[src/sv/tpd_pkg.sv]
`default_nettype none
package tpd_pkg;
  localparam int HIST_BINS = 512;
  localparam int BIN_W = $clog2(HIST_BINS);
  localparam logic [BIN_W-1:0] BIN_LAST = BIN_W'(HIST_BINS - 1);
  localparam logic [15:0] TYPE_SYNC = 16'hffff;
  localparam logic [15:0] TYPE_HIST = 16'hfffe;
  localparam logic [7:0] SYNC_BYTE = 8'hff;
  localparam logic [4:0] PH_HDR_LAST = 5'd17;
  localparam logic [4:0] PH_PAY_LO = 5'd18;
  localparam logic [4:0] PH_PAY_HI = 5'd19;
  localparam int QDEPTH = 2;

  typedef enum logic {
    KIND_HDR = 1'b0,
    KIND_WORD = 1'b1
  } kind_t;

  typedef struct packed {
    kind_t kind;
    logic [15:0] ptype;
    logic [31:0] tick;
    logic [31:0] trig;
    logic [15:0] size;
    logic [47:0] fields;
    logic [15:0] idx;
    logic [15:0] value;
    logic hist_on;
    logic seed;
    logic last;
  } job_t;

  typedef struct packed {
    logic [15:0] delta;
    logic [31:0] total;
  } upd_t;
endpackage
`default_nettype wire

[src/sv/tpd_queue.sv]
`default_nettype none
module tpd_queue (
  input  wire logic          clk,
  input  wire logic          rst_n,
  input  wire logic          wr_en,
  input  wire tpd_pkg::job_t wr_job,
  output logic               full,
  output logic               rd_vld,
  input  wire logic          rd_en,
  output tpd_pkg::job_t      rd_job
);
  tpd_pkg::job_t q_r [tpd_pkg::QDEPTH];
  logic wp_r, rp_r;
  logic [1:0] cnt_r;
  assign full = (cnt_r == 2'(tpd_pkg::QDEPTH));
  assign rd_vld = (cnt_r != 2'd0);
  assign rd_job = q_r[rp_r];
  always_ff @(posedge clk) begin
    if (wr_en) q_r[wp_r] <= wr_job;
  end
  always_ff @(posedge clk) begin
    if (!rst_n) begin
      wp_r <= 1'b0; rp_r <= 1'b0; cnt_r <= '0;
    end else begin
      if (wr_en) wp_r <= ~wp_r;
      if (rd_en) rp_r <= ~rp_r;
      cnt_r <= cnt_r + 2'(wr_en) - 2'(rd_en);
    end
  end
endmodule
`default_nettype wire

[config.mk]
export PLATFORM = sky130hd
export DESIGN_NAME = tpd_queue
export DESIGN_NICKNAME = d
export VERILOG_FILES = /design/src/sv/tpd_pkg.sv /design/src/sv/tpd_queue.sv
export SDC_FILE = /design/constraint.sdc
export NUM_CORES = 1
export LEC_CHECK = 0
export ABC_AREA = 1
export BUFFER_PORTS_ARGS = -buffer_cell sky130_fd_sc_hd__buf_2
export CAP_MARGIN = 25
export CORE_ASPECT_RATIO = 0.5
export CORE_MARGIN = 3
export CORE_UTILIZATION = 50
export CTS_CLUSTER_DIAMETER = 50
export DETAILED_ROUTE_END_ITERATION = 10
export PLACE_DENSITY_LB_ADDON = 0.05
export RECOVER_POWER = 50
export REMOVE_ABC_BUFFERS = 1
export SYNTH_ARGS = -nofsm -noshare
export SYNTH_HDL_FRONTEND = slang
export SYNTH_SLANG_ARGS = --single-unit
[constraint.sdc]
create_clock -name clk -period 13.7 [get_ports clk]
set_input_delay 2.74 -clock clk [delete_from_list [all_inputs] [get_ports clk]]
set_output_delay 2.74 -clock clk [all_outputs]
set_load 0.005 [all_outputs]
Word-level counts from Yosys, hierarchy flattened --
Memories as Yosys holds them, arrays and structs flattened. A register that Yosys moved wholly into a read port is not among the register bits. Cells that the tools add are included.
Word-level totals: word-level logic and storage cells 14, memories kept 1, output and inout bits 182, bits in writable memories 360, bits of input ports 184, register bits after elaboration 4
Operators by class: $add $sub $neg 2, reduce and logical (&&, ||, !) cells 1, eq/ne operators 1, muxes and demuxes 4, bitwise gates (word level) 2
Memory list:
- q_r | depth 2, width 180, read ports 1, clocked after Yosys merged registers in 1, wr ports 1, RTL line tpd_queue.sv:12 | tpd_pkg::job_t q_r [tpd_pkg::QDEPTH];
Operators by type and width (count):
- $mux 1 | 4
- $add 2x1->2 | 1
- $eq 2x2->1 const B | 1
- $not 1->1 | 2
- $reduce_bool 2->1 | 1
- $sub 2x1->2 | 1

Depth between registers and ports, before layout --
word-level depth 3, depth in mapped cells 9, mapped depth without buffers 9

Worst setup path before layout --
No wires, ideal clock.
path kind in2reg, start point input port wr_en, end point memory q_r[0][0] in the netlist's numbering, enable pin, stages 2, path buffers 0, path slack 2669 ps, required time 12972 ps, arrival 10303 ps, setup time 728 ps, path through inv_1 nor2_1
Between the ends: cells in the longest elaborated chain, start to end 2
RTL lines:
- start: declaration | RTL line tpd_queue.sv:5 | input wire logic wr_en,
- $mux 1 | RTL line tpd_queue.sv:19 | if (wr_en) q_r[wp_r] <= wr_job;
- $mux 1 (not written as such) | RTL line tpd_queue.sv:19
- end: declaration | RTL line tpd_queue.sv:12
Every way passes these cells.

Final worst setup path --
start point input port wr_en, end point memory q_r[1][55] in the netlist's numbering, enable pin
The elaborated chain is that of the path after synthesis.

==> run_results.csv <==
group,metric,value,unit
synth,number_of_standard_cells_after_synthesis,593,
synth,synth_top_cells_by_count,"sky130_fd_sc_hd__edfxtp_1 (360), sky130_fd_sc_hd__mux2_4 (100), sky130_fd_sc_hd__mux2_2 (80)",
grt,grt_util_met1,21.11,%
synth,synth_top_family_by_area,"multiplexers",
detailed_routing,dr.pass1.iters,4,
timing,final-hold-violation-count,0,
outcome,outcome,"complete, but fails checks",
floorplanning,initial_utilization,52.44,%
placement,dp_hpwl,18280,um
cts,numClockSinks,365,
synth,synth_area_per_cell,22.96,um^2
worst_setup_path,critical_path.endpoint_type,"register",
detailed_routing,drt_iter0_markers,347,
detailed_routing,drc,0,
cts,cts_tree,"done",
detailed_routing,avgRoutedWirePerCell,20.17,um
synth,synthFlopType,"sky130_fd_sc_hd__edfxtp_1",
synth,yosysTopAreaCellShare,79.41,%
synth,synthTopCellsByArea,"sky130_fd_sc_hd__edfxtp_1 (79%), sky130_fd_sc_hd__mux2_4 (11%), sky130_fd_sc_hd__mux2_2 (6.6%), sky130_fd_sc_hd__buf_6 (0.99%), sky130_fd_sc_hd__dfxtp_1 (0.74%)",
placement,port_buffers,365,
worst_setup_path,crit_path_start,"wr_en",
synth,ys_seq_elements,365,
detailed_routing,route.antenna.remaining_nets,0,
finish,drive_gt1_share,51.20,%
timing,max-slew-margin-rel,-211.4,%
timing,final_worst_setup_slack,5.591,ns
pwr,power_per_cell_area,142.6,mW/mm^2
placement,dp_cells,1289,
floorplanning,pin_count,366,
worst_setup_path,critical_path_required,13.98,ns
grt,first_global_vias,6847,
grt,gr-usage-met2,32.71,%
worst_setup_path,crit-reg2reg-capture,"q_r[1][55]$_DFFE_PP_",
finish,finish.net_count,1164,
timing,tightest_slew,4.646,ns
grt,grt.busiest_layer,"met2",
grt,grt.total_usage,17.84,%
cts,worst_setup_hold_path_clk_slew,0.06,ns
finish,final_design_area_no_fill,0.01664,mm^2
cts,cts_resized,0,
finish,finalNonFillerCells,1347,
grt,grt_start_max_net_pins,135,
grt,grt_remaining_overflow,0,
cts,insertion_delay,0.55,ns
synth,synth_cell_types,12,
worst_setup_path,ff2ff_path_depth,4,
grt,grt_first_pass_wirelength,39520,um
pwr,leakagePower,6.289,nW
detailed_routing,detail_route.vias_per_cell,4.924,
floorplanning,die_area,0.02936,mm^2
synth,ys_seq_area_share,80.15,%
synth,syn_area,0.01361,mm^2
synth,synth_simple_gate_area_share,0.5055,%
synth,synthAdderAreaFrac,0.1838,%
finish,area_grow_syn2layout,22.23,%
job,cap_viol_max_count,1,
floorplanning,die-width,239.4,um
cts,cts_hold_buf,0,
floorplanning,die_h,122.7,um
pwr,power.ir.vdd_worst,0.1027,mV
synth,post_synth_edffs,360,
timing,grt_setup_unrepaired,"no",
timing,aggregate_negative_setup_slack,0,ns
worst_setup_path,critical_path_class,"primary input to register",
synth,synth.largest_area_cell,"sky130_fd_sc_hd__edfxtp_1",
timing,timing.clock.skew,0.01322,ns
cts,ctsHtreeMaxLevel,1,
synth,synth-compound-area-share,0.03676,%
detailed_routing,vias,6632,
worst_setup_path,crit_path_start_kind,"primary input",
finish,multi_input_area,0.002501,mm^2
floorplanning,rows,41,
timing,final.period_utilization,59.19,%
grt,gr-usage-met3,4.962,%
detailed_routing,finalWirelength,27170,um
finish,fillers,1966,
synth,synthMostInstantiatedCell,"sky130_fd_sc_hd__edfxtp_1",
worst_setup_path,regToRegSetupSlack,7.58,ns
placement,gp_congestion,0.7603,
grt,initial_antenna_violation_count,5,
synth,multiplexer_area_fraction_after_synthesis,17.65,%
timing,maxClockFrequency,123.3,MHz
timing,final.hold.worst_slack,0.5153,ns
synth,synth-xor-area-share,0,%
placement,postPlaceCellArea,0.01582,mm^2
floorplanning,placeableCoreArea,0.02596,mm^2
outcome,failed_checks,"max-capacitance violations, max-slew violations",
timing,drv_slew,104,
cts,post_cts.repair.setup_buffers,0,
worst_setup_path,arrival,8.39,ns
timing,report.final.setup_viol,0,
cts,cts_root_buffer,"sky130_fd_sc_hd__clkbuf_16",
synth,asyncSetResetFlopFracSynth,0,%
worst_setup_path,r2r_start,"wp_r$_SDFFE_PN0P_",
timing,final_critical_path_time_including_i_o_delays_and_setup,8.109,ns
worst_setup_path,critPathCapture,"q_r[1][55]$_DFFE_PP_",
synth,yosysWarnings,0,
placement,dp_worst_setup_slack,8.612,ns
cts,numCtsBuffers,31,
min_path,worst_hold_path_type,"register to register",
worst_setup_path,path_max_fanout,103,
finish,layout.area.seq,0.01091,mm^2
cts,clk_path_buf_depth,3,
## flip-flops by register name (all words and copies together), names as in the netlist, named ones only
register,count
wp_r,1
rp_r,1
cnt_r,2
q_r,360
## per-stage QoR
| step | util, % | power, mW |
|---|---|---|
| 6_report | 64.10 | 2.374 |
| 5_1_grt | 64.10 | 2.464 |
| 4_1_cts | 64.61 | 2.404 |
| 3_5_place_dp | 60.93 | 1.563 |
| 3_3_place_gp | 60.72 | 1.555 |
| 2_1_floorplan | - | 1.482 |
## per-layer routing
| metal | routed length (um) | vias up |
|---|---|---|
| met5 | 21 | - |
| met4 | 509 | 4 |
| met2 | 14550 | 161 |
| li1 | - | 3112 |
| met3 | 1544 | 40 |
| met1 | 10550 | 3315 |
## final cells by class
class / count / share of cell area (%)
flip-flops and latches: 365 / 65.59
multi-input cells: 201 / 15.03
repair buffers: 372 / 10.85
clock buffers: 37 / 4.797
well taps: 344 / 2.587
clock inverters: 18 / 0.9324
inverters: 7 / 0.1654
diodes: 3 / 0.04512
## how the worst min path moves through the flow
stage	slack (ns)	depth (start not counted)	to	start
5_1_grt	0.57	2	register	rp_r$_SDFFE_PN0P_
3_5_place_dp	0.50	2	register	rp_r$_SDFFE_PN0P_
4_1_cts	0.52	2	register	rp_r$_SDFFE_PN0P_
2_1_floorplan	0.46	2	register	rp_r$_SDFFE_PN0P_
3_3_place_gp	0.47	2	rp_r$_SDFFE_PN0P_	rp_r$_SDFFE_PN0P_
6_report	0.52	2	wp_r$_SDFFE_PN0P_	wp_r$_SDFFE_PN0P_
## cell usage in the layout, fill, tap and decap left out, drive strengths merged
cell,instances
nand3,1
dfxtp,5
mux2,180
bufinv,3
edfxtp,360
diode,3
nor2,8
clkinvlp,1
inv,6
a21oi,1
clkbuf,119
clkinv,15
buf,290
nand2,9
ha,2
## critical path, cell delays in order
cell	delay [ns]
sky130_fd_sc_hd__clkbuf_1	0.11
sky130_fd_sc_hd__nand2_1	0.11
sky130_fd_sc_hd__clkinvlp_2	3.41
sky130_fd_sc_hd__buf_4	1.57
sky130_fd_sc_hd__buf_16	0.29
## cell families after synthesis
kind of cell / Yosys count
adder cells (fa/ha/maj): 2
AO/OA/AOI/OAI: 1
multiplexers: 180
buffers and inverters: 27
AND/OR/NAND/NOR: 18
flip-flops: 365
## power by group
group,internal (mW),leakage (nW),switching [mW]
combinational,0.114,2.40,0.104
sequential,1.30,3.42,0.0172
clock,0.469,0.471,0.373
total,1.88,6.29,0.494
No activity file was read; power rests on OpenSTA's default activity.
