## config.mk

```make
export PLATFORM = sky130hd
export DESIGN_NAME = tpd_front
export DESIGN_NICKNAME = d
export VERILOG_FILES = /design/src/sv/tpd_pkg.sv /design/src/sv/tpd_front.sv
export SDC_FILE = /design/constraint.sdc
export NUM_CORES = 1
export LEC_CHECK = 0
export ABC_AREA = 1
export CELL_PAD_IN_SITES_DETAIL_PLACEMENT = 0
export CELL_PAD_IN_SITES_GLOBAL_PLACEMENT = 2
export CORE_MARGIN = 2
export CORE_UTILIZATION = 38
export CTS_BUF_LIST = sky130_fd_sc_hd__clkbuf_2
export CTS_CLUSTER_DIAMETER = 30
export DETAILED_ROUTE_END_ITERATION = 10
export DONT_BUFFER_PORTS = 1
export PLACE_DENSITY_LB_ADDON = 0.1
export RECOVER_POWER = 100
export SLEW_MARGIN = 20
export SYNTH_ARGS = -nofsm -noshare
export SYNTH_HDL_FRONTEND = slang
export SYNTH_SLANG_ARGS = --single-unit
export TNS_END_PERCENT = 50
```

## constraint.sdc

```tcl
create_clock -name clk -period 6.7 [get_ports clk]
set_clock_uncertainty 0.2 [all_clocks]
set_input_delay 0.67 -clock clk [delete_from_list [all_inputs] [get_ports clk]]
set_output_delay 0.67 -clock clk [all_outputs]
set_load 0.01 [all_outputs]
```

## src/sv/tpd_pkg.sv

```systemverilog
`default_nettype none
package tpd_pkg;
  localparam int HIST_BINS = 512;
  localparam int BIN_W = $clog2(HIST_BINS);
  localparam logic [BIN_W-1:0] BIN_LAST = BIN_W'(HIST_BINS - 1);
  localparam logic [15:0] TYPE_SYNC = 16'hffff;
  localparam logic [15:0] TYPE_HIST = 16'hfffe;
  localparam logic [7:0] SYNC_BYTE = 8'hff;
  localparam logic [4:0] PH_HDR_LAST = 5'd17;
  localparam logic [4:0] PH_PAY_LO = 5'd18;
  localparam logic [4:0] PH_PAY_HI = 5'd19;
  localparam int QDEPTH = 2;

  typedef enum logic {
    KIND_HDR = 1'b0,
    KIND_WORD = 1'b1
  } kind_t;

  typedef struct packed {
    kind_t kind;
    logic [15:0] ptype;
    logic [31:0] tick;
    logic [31:0] trig;
    logic [15:0] size;
    logic [47:0] fields;
    logic [15:0] idx;
    logic [15:0] value;
    logic hist_on;
    logic seed;
    logic last;
  } job_t;

  typedef struct packed {
    logic [15:0] delta;
    logic [31:0] total;
  } upd_t;
endpackage
`default_nettype wire

```

## src/sv/tpd_front.sv

```systemverilog
`default_nettype none
module tpd_front (
  input  wire logic          clk,
  input  wire logic          rst_n,
  input  wire logic          in_fire,
  input  wire logic [7:0]    rx_byte,
  output logic               job_vld,
  output tpd_pkg::job_t      job
);
  logic synced_r, synced_nxt, pff_r, pff_nxt, first_r, first_nxt;
  logic [4:0] ph_r, ph_nxt;
  logic [7:0] lo_r, lo_nxt;
  logic [15:0] type_r, type_nxt, size_r, size_nxt, cnt_r, cnt_nxt;
  logic [31:0] tick_r, tick_nxt, trig_r, trig_nxt;
  logic [47:0] fld_r, fld_nxt;

  always_ff @(posedge clk) begin
    if (!rst_n) begin
      synced_r <= 1'b0; pff_r <= 1'b0; first_r <= 1'b1; ph_r <= '0;
      lo_r <= '0; type_r <= '0; size_r <= '0; cnt_r <= '0;
      tick_r <= '0; trig_r <= '0; fld_r <= '0;
    end else begin
      synced_r <= synced_nxt; pff_r <= pff_nxt; first_r <= first_nxt; ph_r <= ph_nxt;
      lo_r <= lo_nxt; type_r <= type_nxt; size_r <= size_nxt; cnt_r <= cnt_nxt;
      tick_r <= tick_nxt; trig_r <= trig_nxt; fld_r <= fld_nxt;
    end
  end

  always_comb begin
    synced_nxt = synced_r; pff_nxt = pff_r; first_nxt = first_r; ph_nxt = ph_r;
    lo_nxt = lo_r; type_nxt = type_r; size_nxt = size_r; cnt_nxt = cnt_r;
    tick_nxt = tick_r; trig_nxt = trig_r; fld_nxt = fld_r;
    job_vld = 1'b0;
    job = '0;
    if (in_fire) begin
      if (!synced_r) begin
        if (rx_byte == tpd_pkg::SYNC_BYTE && pff_r) begin
          synced_nxt = 1'b1;
          type_nxt = tpd_pkg::TYPE_SYNC;
          ph_nxt = 5'd2;
        end
        pff_nxt = (rx_byte == tpd_pkg::SYNC_BYTE);
      end else if (ph_r <= tpd_pkg::PH_HDR_LAST) begin
        if (ph_r < 5'd2) type_nxt[ph_r[0]*8 +: 8] = rx_byte;
        else if (ph_r < 5'd6) tick_nxt[2'(ph_r - 5'd2)*8 +: 8] = rx_byte;
        else if (ph_r < 5'd10) trig_nxt[2'(ph_r - 5'd6)*8 +: 8] = rx_byte;
        else if (ph_r < 5'd12) size_nxt[1'(ph_r - 5'd10)*8 +: 8] = rx_byte;
        else fld_nxt[3'(ph_r - 5'd12)*8 +: 8] = rx_byte;
        if (ph_r < tpd_pkg::PH_HDR_LAST) begin
          ph_nxt = ph_r + 5'd1;
        end else begin
          job_vld = 1'b1;
          job.kind = tpd_pkg::KIND_HDR;
          job.ptype = type_nxt; job.tick = tick_nxt; job.trig = trig_nxt;
          job.size = size_nxt; job.fields = fld_nxt;
          cnt_nxt = '0;
          if (size_nxt == 16'd0) begin
            job.last = 1'b1;
            if (type_nxt == tpd_pkg::TYPE_HIST) first_nxt = 1'b0;
            ph_nxt = '0;
          end else begin
            ph_nxt = tpd_pkg::PH_PAY_LO;
          end
        end
      end else if (ph_r == tpd_pkg::PH_PAY_LO) begin
        lo_nxt = rx_byte;
        ph_nxt = tpd_pkg::PH_PAY_HI;
      end else begin
        job_vld = 1'b1;
        job.kind = tpd_pkg::KIND_WORD;
        job.ptype = type_r; job.tick = tick_r; job.trig = trig_r;
        job.size = size_r; job.fields = fld_r;
        job.idx = cnt_r;
        job.value = {rx_byte, lo_r};
        job.hist_on = (type_r == tpd_pkg::TYPE_HIST) && ({1'b0, cnt_r} < 17'(tpd_pkg::HIST_BINS));
        job.seed = first_r;
        job.last = ({1'b0, cnt_r} + 17'd1 >= {1'b0, size_r});
        if (job.last) begin
          if (type_r == tpd_pkg::TYPE_HIST) first_nxt = 1'b0;
          ph_nxt = '0;
          cnt_nxt = '0;
        end else begin
          cnt_nxt = cnt_r + 16'd1;
          ph_nxt = tpd_pkg::PH_PAY_LO;
        end
      end
    end
  end
endmodule
`default_nettype wire

```

== Word-level counts from Yosys, hierarchy flattened ==
Index checks and enable logic that the tools add are counted.
Word-level totals
  register bits after elaboration: 176
  input bits: 11
  output and inout port bits: 181
  word-level logic and storage cells: 127
Cells by class
  $add $sub $neg: 12
  order comparisons: 8
  equality and inequality tests: 9
  shift operators: 10
  muxes and demuxes: 62
  bitwise gates (word level): 2
  reduce and logical (&&, ||, !) cells: 13
Operators with widths (number)
  2-to-1 mux 180 bit: 3
  2-to-1 mux 16 bit: 18
  2-to-1 mux 48 bit: 4
  2-to-1 mux 32 bit: 5
  2-to-1 mux 145 bit: 1
  2-to-1 mux 144 bit: 1
  negation 4 -> 34 bit: 2
  negation 5 -> 34 bit: 2
  variable shift 8 x 34 -> 16 bit (first input constant): 2
  variable shift 8 x 34 -> 32 bit (first input constant): 2
  variable part select 8 x 34 -> 16 bit: 2
  variable part select 8 x 34 -> 32 bit: 2
  bitwise mux 32 bit: 2
  bitwise mux 48 bit: 1
  variable shift 8 x 34 -> 48 bit (first input constant): 1
  variable part select 8 x 34 -> 48 bit: 1
  2-to-1 mux 5 bit: 7
  2-to-1 mux 34 bit: 1
  negation 6 -> 34 bit: 1
  bitwise mux 16 bit: 2
  equality test 16 bit (second input constant): 2
  adder 16 x 1 -> 17 bit (second input constant): 1
  >= comparator 17 x 16 -> 1 bit: 1
  2-to-1 mux 1 bit: 17
  other kinds (23): 35

== Logic depth before layout (Yosys ltp) ==
Gate-level depths: netlist (run 1).
  depth in word-level cells: 17
  mapped depth: 23
  depth with buffers taken out: 23

== Worst setup path before layout (run 1) ==
No wires, ideal clock.
  path type: register to output
  from: register ph_r[0]
  to: output job[65] in the netlist's numbering
  arrival time: 2.518 ns
  required time: 5.830 ns
  path slack: 3.312 ns
  cell stages (with the launch flop): 13
  buffers on the path: 3
  path through: dfxtp_1 > buf_4 > inv_2 > buf_2 > ha_1 > ha_1 > inv_1 > nor3_1 > nand3_1 > clkbuf_1 > nor3_1 > a21oi_1 > o21ai_0
RTL lines
  start, declared: RTL line tpd_front.sv:11  | logic [4:0] ph_r, ph_nxt;
  start signal, assigned: RTL line tpd_front.sv:23  | synced_r <= synced_nxt; pff_r <= pff_nxt; first_r <= first_nxt; ph_r <= ph_nxt;
  end, declared: RTL line tpd_front.sv:8  | output tpd_pkg::job_t job

==> metrics.cfg, run 1 <==
[drt]
drtAntennaViolNets = 0
drc = 0
vias = 11474
drtPass1Iterations = 5
wl_per_cell_um = 19.1
drtIter0Drc = 1063
via_per_inst = 5.44
wl_mm = 40.4

[layout]
fillers = 3268
final_nets = 1747
regArea_um2 = 3520
final_core_util_pct = 39.9
area_growth_pct = 3.59
drive_gt1_share_pct = 3.36
multi_input_area_um2 = 6140

[global_routing]
grt_pass1_vias = 10559
grt_max_degree = 135
antenna_found_initial = 1
grt-ovfl-total = 0
grt_pass1_wl_mm = 61.8
grt_usage_pct = 25.8

[setup_path]
end_kind = output port
worstSetupStartpointType = flip-flop
r2r_slack_ps = 1350
cp.required_ps = 5830
rr_endpoint = fld_r[1]$_SDFFE_PN0P_
rr_worst_depth = 9
reg2reg_from = ph_r[1]$_SDFFE_PN0P_
critPathArrivalTime_ps = 4590
critPathMaxFanout = 81
critical_path_class = reg2out

[yosys]
ys_ff_latch = 176
synth_most_common_cell = o21ai_0
synth_common_cells = o21ai_0 (327), nand2_1 (292), inv_1 (226), a21oi_1 (201), nor2_1 (186)
synthDominantCellAreaShare_pct = 31.9
synth-edff-count = 0
postSynthCellCount = 1792
syn_nets = 1827
yosysWarnings = 0
synthArstFlopShare_pct = 0
syn-cell-area_um2 = 11000
synth_area_leader_cell = dfxtp_1
syn_area_per_cell_um2 = 6.17
synth_cell_types = 34
yosysSeqAreaShare_pct = 31.9
synth_area_leaders = dfxtp_1 (32%), o21ai_0 (15%), nand2_1 (9.9%)
synth_ff_type = dfxtp_1

[clocking]
cts.sinks = 176
numCtsBuffers = 17
cts_buffer_depth = 2
root_buffer = clkbuf_2
htreeDepth = 4
cts_tree = yes
clkLatencyLatePin_ps = 790
path_clk_slew_ps = 280

[job]
drv_cap = 4

[floorplanning]
start_util_pct = 38.5
fp.dieArea_um2 = 30500
rows = 62
die_w_um = 175
io-pin-count = 192
die_h_um = 175
core-area_um2 = 28700

[sta]
whs_ps = 73.8
max_slew_margin_pct = -87.2
fin_tns_setup_ps = 0
period_needed_ps = 5460
fmax_ghz = 0.183
tightest_slew_ps = 2790
hold_viol = 0
min_period_over_period_pct = 81.5
drv_slew = 183
rsz0062_at_grt = false
finalSetupViolCount = 0

[hold_path]
whs_endpoint = lo_r[4]$_SDFFE_PN0P_
hp-class = in2reg
holdPathStages = 3
min_from = rst_n

[pwr]
max-vdd-ir-drop_mv = 0.110
powerDensity_nw_per_um2 = 147
leakage_nw = 4.44
total_power_mw = 1.69

[status]
outcome = finished, violations left
violations = max-capacitance violations, max-slew violations

[placement]
place_congestion = 0.839
portBuffers = 0
dp_hpwl_mm = 27.7

[logic make-up after synthesis]
kind of cell	Yosys count	synth area share [%]
buffers and inverters	354	12.5
DFF	176	31.9
adders and majority gates	24	2.72
and+or+nand+nor	632	24.0
AOI/OAI and AO/OA	596	28.2
xor gates and xnor gates	10	0.793
[power by group]
part | total, mW | leakage [nW] | internal [mW] | switching, mW
registers | 1.05 | 1.42 | 1.05 | 0.000329
logic | 0.0564 | 2.89 | 0.0124 | 0.0440
clock network | 0.578 | 0.130 | 0.117 | 0.461
total | 1.69 | 4.44 | 1.18 | 0.505
[layer usage]
metal | global-route usage (%) | part of all wire (%)
met3 | 5.38 | 6.7
met5 | 0 | 0
met1 | 34.5 | 45
met4 | 6.63 | 2.2
met2 | 42.2 | 46
[critical path, cell delays in order (launching register included)]
cell      delay (ps)
dfxtp_1          620
inv_1            140
ha_1             260
nand2_1          190
nand2_1          160
nor2_1           260
nand2_4          340
clkbuf_2         960
o21ai_0          840
[sequential cells by signal, indices dropped and copies added (netlist names)]
register / cells
fld_r: 48
ph_r: 5
trig_r: 32
tick_r: 32
size_r: 16
first_r: 1
pff_r: 1
cnt_r: 16
synced_r: 1
type_r: 16
lo_r: 8
[per-stage QoR]
stage / setup WS (ps) / cell area, um2 / std cells
floorplan: 3310 / 11000 / 1792
global placement: 2530 / 11100 / 2066
detailed placement: 2460 / 11100 / 2066
CTS: 1640 / 11500 / 2108
global route: 780 / 11400 / 2110
finish: 1240 / 11400 / 2110
[layout by cell type (no fill, tap or decap), types with 19 or more instances in the layout]
master	count
o22ai_1	48
nor2_1	187
nand4_1	25
nor3_1	35
dfxtp_1	176
ha_1	24
inv_1	226
a21oi_1	203
clkbuf_2	19
nand3_1	76
nand2_1	291
o21ai_0	327
[area by class of cell]
| class | count | share of cell area [%] |
|---|---|---|
| inverter | 235 | 7.73 |
| clock inverter | 15 | 1.22 |
| antenna | 1 | 0.0219 |
| multi-input combinational | 1262 | 53.6 |
| tap | 384 | 4.20 |
| timing repair buffer | 20 | 1.66 |
| clock buffer | 17 | 0.743 |
| sequential | 176 | 30.8 |
[what timing repair did]
item,in CTS,in global routing
buffers inserted,0,0
hold endpoints to repair,135,1
hold buffers,10,1
gates resized for setup,0,0
[worst max path at each step]
| stage | startpoint | to | slack, ps | depth (start not counted) |
|---|---|---|---|---|
| final | ph_r[1]$_SDFFE_PN0P_ | job[176] | 1240 | 8 |
| after global routing | synced_r$_SDFFE_PN0P_ | job[162] | 780 | 6 |
| after CTS | ph_r[1]$_SDFFE_PN0P_ | job[61] | 1640 | 9 |
| after detailed placement | in_fire | job[145] | 2460 | 6 |
| after global placement | in_fire | job[59] | 2530 | 6 |
| after floorplan | ph_r[0]$_SDFFE_PN0P_ | job[65] | 3310 | 12 |
Note: power is estimated with default switching activity, not from simulation.
==> inputs of run 2 (changes only) <==
ABC_AREA = 0   (was 1)
clock period = 5.29 ns   (was 6.7 ns; I/O delays follow)
==> run 2 against run 1 <==
Compared with the run above:
- the run still ends with max-capacitance violations, max-slew violations left
- core utilization rose by 0.23 points
- hold slack better by 18 ps
- die area is 12% lower
- global-route usage fell by 1.6 points
- synthesized cell count is 32% lower
- combinational power increased by 38%
- cell count down 29%
- clock power rose by 31%
- clock-buffer cell count grew 1
- setup slack got worse by 760 ps
- sequential cell count unchanged
==> metrics.cfg, run 2 <==
[status]
outcome = finished, violations left
violations = max-capacitance violations, max-slew violations

[pwr]
power_frac_clock_pct = 34.9
seqPwrFrac_pct = 61.5
powerDensity_nw_per_um2 = 215
max-vdd-ir-drop_mv = 0.148
total_power_mw = 2.17
internal_power_mw = 1.56
p_switching_mw = 0.610
power_frac_comb_pct = 3.6
leakage_nw = 3.42
switching_share_pct = 28.1

[setup_path]
critical-path-slowest-cell = dfxtp_1
rr_worst_depth = 8
cp.required_ps = 4560
critPathArrivalTime_ps = 4080
reg2reg_from = ph_r[1]$_SDFFE_PN0P_
cpLargestDelayFamily = buffers and inverters
path_buf_inv = 3
cp_slowest_stage_delay_ps = 750
cp_cell_sequence = inv_1, ha_1, o21ba_1, o31ai_4, or3_4, inv_1, nor2_1, inv_4, and2_0
path_common_cell = inv_1
rr_endpoint = type_r[15]$_SDFFE_PN0P_
critical_path_class = reg2out
end_kind = output port
worstSetupStartpointType = flip-flop
critPathMaxFanout = 86
r2r_slack_ps = 820

[placement]
dp_hpwl_mm = 21.0
dp_worst_setup_slack_ps = 1050
portBuffers = 0
place_congestion = 0.796

[yosys]
synthDominantCellAreaShare_pct = 36.2
synthArstFlopShare_pct = 0
syn_nets = 1250
synth_area_leader_cell = dfxtp_1
synth-edff-count = 0
synth_area_leaders = dfxtp_1 (36%), and2_1 (8.7%), nor2b_1 (7.0%)
yosysWarnings = 0
synth_cell_types = 71
yosysSeqAreaShare_pct = 36.2
synth_most_common_cell = dfxtp_1
syn-cell-area_um2 = 9730
ys_ff_latch = 176
synth_ff_type = dfxtp_1
postSynthCellCount = 1215
synth_common_cells = dfxtp_1 (176), and2_1 (136), nand2_1 (110), nor2b_1 (109), a21oi_1 (91)
syn_area_per_cell_um2 = 8.01

[drt]
wl_mm = 32.7
drtIter0Drc = 601
drtAntennaViolNets = 0
drc = 0
via_per_inst = 5.50
drtPass1Iterations = 5
vias = 8265
wl_per_cell_um = 21.8

[layout]
largest_register_ffs = 48
layout_common_cells = dfxtp_1 (176), and2_0 (128), nand2_1 (110)
largest_registers = fld_r: 48 flops, tick_r: 32 flops, trig_r: 32 flops
layout_commonest_cell = dfxtp_1
drive_gt1_share_pct = 6.23
final_nets = 1194
top_register = fld_r
area_growth_pct = 3.82

[clocking]
postCtsSetupRepairBufs = 0
cts_tree = yes
cts_buffer_depth = 2
path_clk_slew_ps = 300
clkLatencyLatePin_ps = 740
htreeDepth = 4
root_buffer = clkbuf_2
cts.sinks = 176
numCtsBuffers = 17

[global_routing]
grt_pass1_vias = 7808
grt-ovfl-total = 0
grt_usage_pct = 24.1
antenna_found_initial = 2
grt_max_degree = 174
grt_pass1_wl_mm = 49.1

[sta]
drv_slew = 33
hold_viol = 0
layout_setup_ws_ps = 479
rsz0062_at_grt = false
tightest_slew_ps = 1810
max_slew_margin_pct = -20.6
fin_tns_setup_ps = 0
finalSetupViolCount = 0
min_period_over_period_pct = 90.9
fmax_ghz = 0.208
period_needed_ps = 4810

[hold_path]
whs_endpoint = ph_r[1]$_SDFFE_PN0P_
min_from = in_fire
holdPathStages = 3
hp-class = in2reg

[floorplanning]
core-area_um2 = 25200
die_h_um = 164
rows = 58
fp.dieArea_um2 = 26900
die_w_um = 164
io-pin-count = 192
start_util_pct = 38.6

[job]
drv_cap = 1

-- run 2: cell types whose count changed in the layout (fill, tap and decap cells not counted), sizes merged, moves of 40 or more --
cell / change
inv: -203
o22ai: -48
nand3: -40
o21ai: -284
nand2: -183
and2: +137
nor2b: +109
a21oi: -111
nor2: -125
nor3: +53
-- run 2: power groups by stage --
stage          registers [mW]  logic [mW]  clock network (mW)
2_1_floorplan            1.35      0.0464                   0
3_3_place_gp             1.35      0.0361                   0
3_5_place_dp             1.35      0.0365                   0
4_1_cts                  1.33      0.0776               0.796
5_1_grt                  1.33      0.0812               0.845
6_report                 1.33      0.0778               0.757
-- run 2: how the worst max path moves through the flow --
stage	start	endpoint	slack, ps	depth (start not counted)
2_1_floorplan	cnt_r[0]$_SDFFE_PN0P_	job[0]	1870	12
3_5_place_dp	ph_r[1]$_SDFFE_PN0P_	job[122]	1050	9
4_1_cts	ph_r[1]$_SDFFE_PN0P_	job[122]	130	9
3_3_place_gp	ph_r[1]$_SDFFE_PN0P_	job[105]	1260	9
5_1_grt	ph_r[1]$_SDFFE_PN0P_	job[58]	110	8
6_report	ph_r[1]$_SDFFE_PN0P_	job[122]	480	9
-- run 2: cell type report --
class / instances / area, um2
Inverter: 29 / 111
Clock inverter: 14 / 161
Fill cell: 2661 / 15100
Clock buffer: 18 / 90.1
Multi-Input combinational cell: 916 / 5610
Tap cell: 330 / 413
Timing Repair Buffer: 19 / 190
Antenna cell: 1 / 2.50
Sequential cell: 176 / 3520
-- run 2: cells by family after synthesis --
family          count (synthesis)  share of synthesized area [%]
simple gates                  607                           34.1
flops                         176                           36.2
mux                            30                           3.10
buf+inv                       123                           5.56
compound gates                241                           16.7
xor+xnor                       14                           1.26
fa+ha+maj                      24                           3.09
-- run 2: timing repair --
| item | 4_1_cts | 5_1_grt |
|---|---|---|
| endpoints found under the hold margin | 176 | 2 |
| setup endpoints to repair | 0 | 83 |
| resized for setup | 0 | 1 |
| hold buffers | 13 | 1 |
-- run 2: per-layer routing --
| layer | part of all wire (%) | wire length (um) | vias up | global-route usage, % |
|---|---|---|---|---|
| met3 | 6.5 | 2110 | 15 | 6.46 |
| met1 | 48 | 15700 | 3965 | 33.9 |
| met5 | 0 | 0 | - | 0 |
| met2 | 44 | 14600 | 225 | 37.8 |
| li1 | - | - | 4060 | - |
| met4 | 0.94 | 308 | 0 | 3.55 |
-- run 2: tightest hold or removal path, stage by stage --
cell,delay (ps)
and2_1,180
o21a_1,190
nor2_1,130
-- run 2: metrics by stage --
step	area, um2	cells	hold slack [ps]	util, %
final	10100	1503	92.0	40.1
after detailed placement	9750	1456	257	38.7
after global placement	9750	1456	249	38.7
after floorplan	9730	1215	239	-
after global routing	10100	1503	6.69	40.1
after CTS	10100	1501	3.37	40.3
==> inputs of run 3 (changes only) <==
ABC_AREA = 1   (was 0)
CAP_MARGIN = 30   (was default)
CORE_UTILIZATION = 35   (was 38)
==> run 3 against run 2 <==
Compared with the run above:
- sequential power about the same
- largest power group unchanged
- maximum frequency fell by 2.8%
- largest cell class unchanged
- non-clock buffer count grew 9
- combinational power fell by 0.8%
- critical path depth is 2 lower
- the run still ends with max-capacitance violations, max-slew violations left
- cell area is 15% higher
==> metrics.cfg, run 3 (synthesized netlist as in run 1, its figures left out) <==
[drt]
drtPass1Iterations = 7
vias = 11589
drtIter0Drc = 803
wl_mm = 41.8
via_per_inst = 5.42
drtAntennaViolNets = 0
wl_per_cell_um = 19.6
drc = 0

[status]
outcome = finished, violations left
violations = max-capacitance violations, max-slew violations

[sta]
finalSetupViolCount = 0
tightest_slew_ps = 2410
layout_setup_ws_ps = 339
fin_tns_setup_ps = 0
max_slew_margin_pct = -61.1
rsz0062_at_grt = false
hold_viol = 0
period_needed_ps = 4950
min_period_over_period_pct = 93.6
fmax_ghz = 0.202
drv_slew = 108
whs_ps = 78.9

[pwr]
max-vdd-ir-drop_mv = 0.127
total_power_mw = 2.32
powerDensity_nw_per_um2 = 199
leakage_nw = 4.54

[clocking]
htreeDepth = 4
cts.sinks = 176
ctsResizeCount = 0
path_clk_slew_ps = 240
root_buffer = clkbuf_2
cts_buffer_depth = 2
postCtsSetupRepairBufs = 0
cts_tree = yes
clkLatencyLatePin_ps = 810
numCtsBuffers = 17

[setup_path]
critical_path_class = reg2out
r2r_slack_ps = 560
critPathMaxFanout = 29
rr_worst_depth = 8
cp_slowest_stage_delay_ps = 1100
critical-path-slowest-cell = nor2_1
rr_endpoint = tick_r[2]$_SDFFE_PN0P_
cp.required_ps = 4560
startpoint = ph_r[0]$_SDFFE_PN0P_
worstSetupStartpointType = flip-flop
cp_cell_sequence = buf_4, ha_1, nand2_1, nor2_1, clkbuf_2, nand3_1, o21ai_0
endpoint = job[127]
end_kind = output port
reg2reg_from = synced_r$_SDFFE_PN0P_
critPathArrivalTime_ps = 4220

[global_routing]
grt_pass1_wl_mm = 64.3
antenna_found_initial = 3
grt_max_degree = 135
grt_usage_pct = 24.8
grt_pass1_vias = 10698
grt-ovfl-total = 0

[layout]
layout_commonest_cell = o21ai_0
fillers = 3488
final_nets = 1755
largest_register_ffs = 48
layout_common_cells = o21ai_0 (327), nand2_1 (290), inv_1 (226)
drive_gt1_share_pct = 3.81
area_growth_pct = 5.29
largest_registers = fld_r: 48 flops, tick_r: 32 flops, trig_r: 32 flops
top_register = fld_r
final_core_util_pct = 37.2

[floorplanning]
die_h_um = 182
core-area_um2 = 31300
rows = 65
die_w_um = 182
fp.dieArea_um2 = 33000
start_util_pct = 35.3
io-pin-count = 192

[placement]
dp_hpwl_mm = 28.4
portBuffers = 0
place_congestion = 0.812
dp_worst_setup_slack_ps = 1430

[hold_path]
hp-class = in2reg

[job]
drv_cap = 3

## run 3: critical path: cells and delay by family, from the launching register on
kind | cells | cell delay, ps
simple gates | 3 | 1360
flops | 1 | 400
compound gates | 1 | 320
fa+ha+maj | 1 | 300
buf+inv | 2 | 1040
## run 3: layout make-up
class                   instances  area (um2)  share of cell area [%]
multi-input cells            1262        6140                    52.8
flip-flops and latches        176        3520                    30.3
inverters                     235         882                    7.58
well taps                     402         503                    4.32
repair buffers                 28         275                    2.37
clock inverters                13         211                    1.82
clock buffers                  19        95.1                   0.817
diodes                          2        5.00                  0.0430
## run 3: routing by layer
| metal | wire (um) | GRT usage, % | vias up | part of all wire (%) |
|---|---|---|---|---|
| li1 | - | - | 5812 | - |
| met1 | 19000 | 33.3 | 5454 | 45 |
| met2 | 19800 | 41.8 | 299 | 47 |
| met3 | 2700 | 5.38 | 22 | 6.5 |
| met4 | 296 | 3.87 | 2 | 0.71 |
| met5 | 11 | 0 | - | 0.026 |
## run 3: worst min path at each step
stage / start / to / slack (ps) / cells past startpoint
floorplan: first_r$_SDFFE_PN1P_ / first_r$_SDFFE_PN1P_ / 220 / 2
global placement: first_r$_SDFFE_PN1P_ / first_r$_SDFFE_PN1P_ / 240 / 2
detailed placement: first_r$_SDFFE_PN1P_ / first_r$_SDFFE_PN1P_ / 250 / 2
CTS: rst_n / cnt_r[13]$_SDFFE_PN0P_ / 10 / 2
global route: rst_n / cnt_r[15]$_SDFFE_PN0P_ / 9 / 2
finish: rst_n / ph_r[3]$_SDFFE_PN0P_ / 80 / 2
## run 3: metrics by stage
step                      cells  instance area, um2
final                      2137               11600
after global routing       2136               11600
after CTS                  2134               11600
after detailed placement   2089               11200
after global placement     2089               11200
after floorplan            1792               11000
## run 3: power by group
group	switching [mW]	total, mW	internal (mW)
clock network	0.544	0.909	0.365
registers	0.000398	1.33	1.33
logic	0.0616	0.0772	0.0156
total	0.606	2.32	1.71
## run 3: what timing repair did
action	4_1_cts	5_1_grt
setup endpoints to repair	0	0
hold endpoints to repair	137	0
hold buffers	13	0
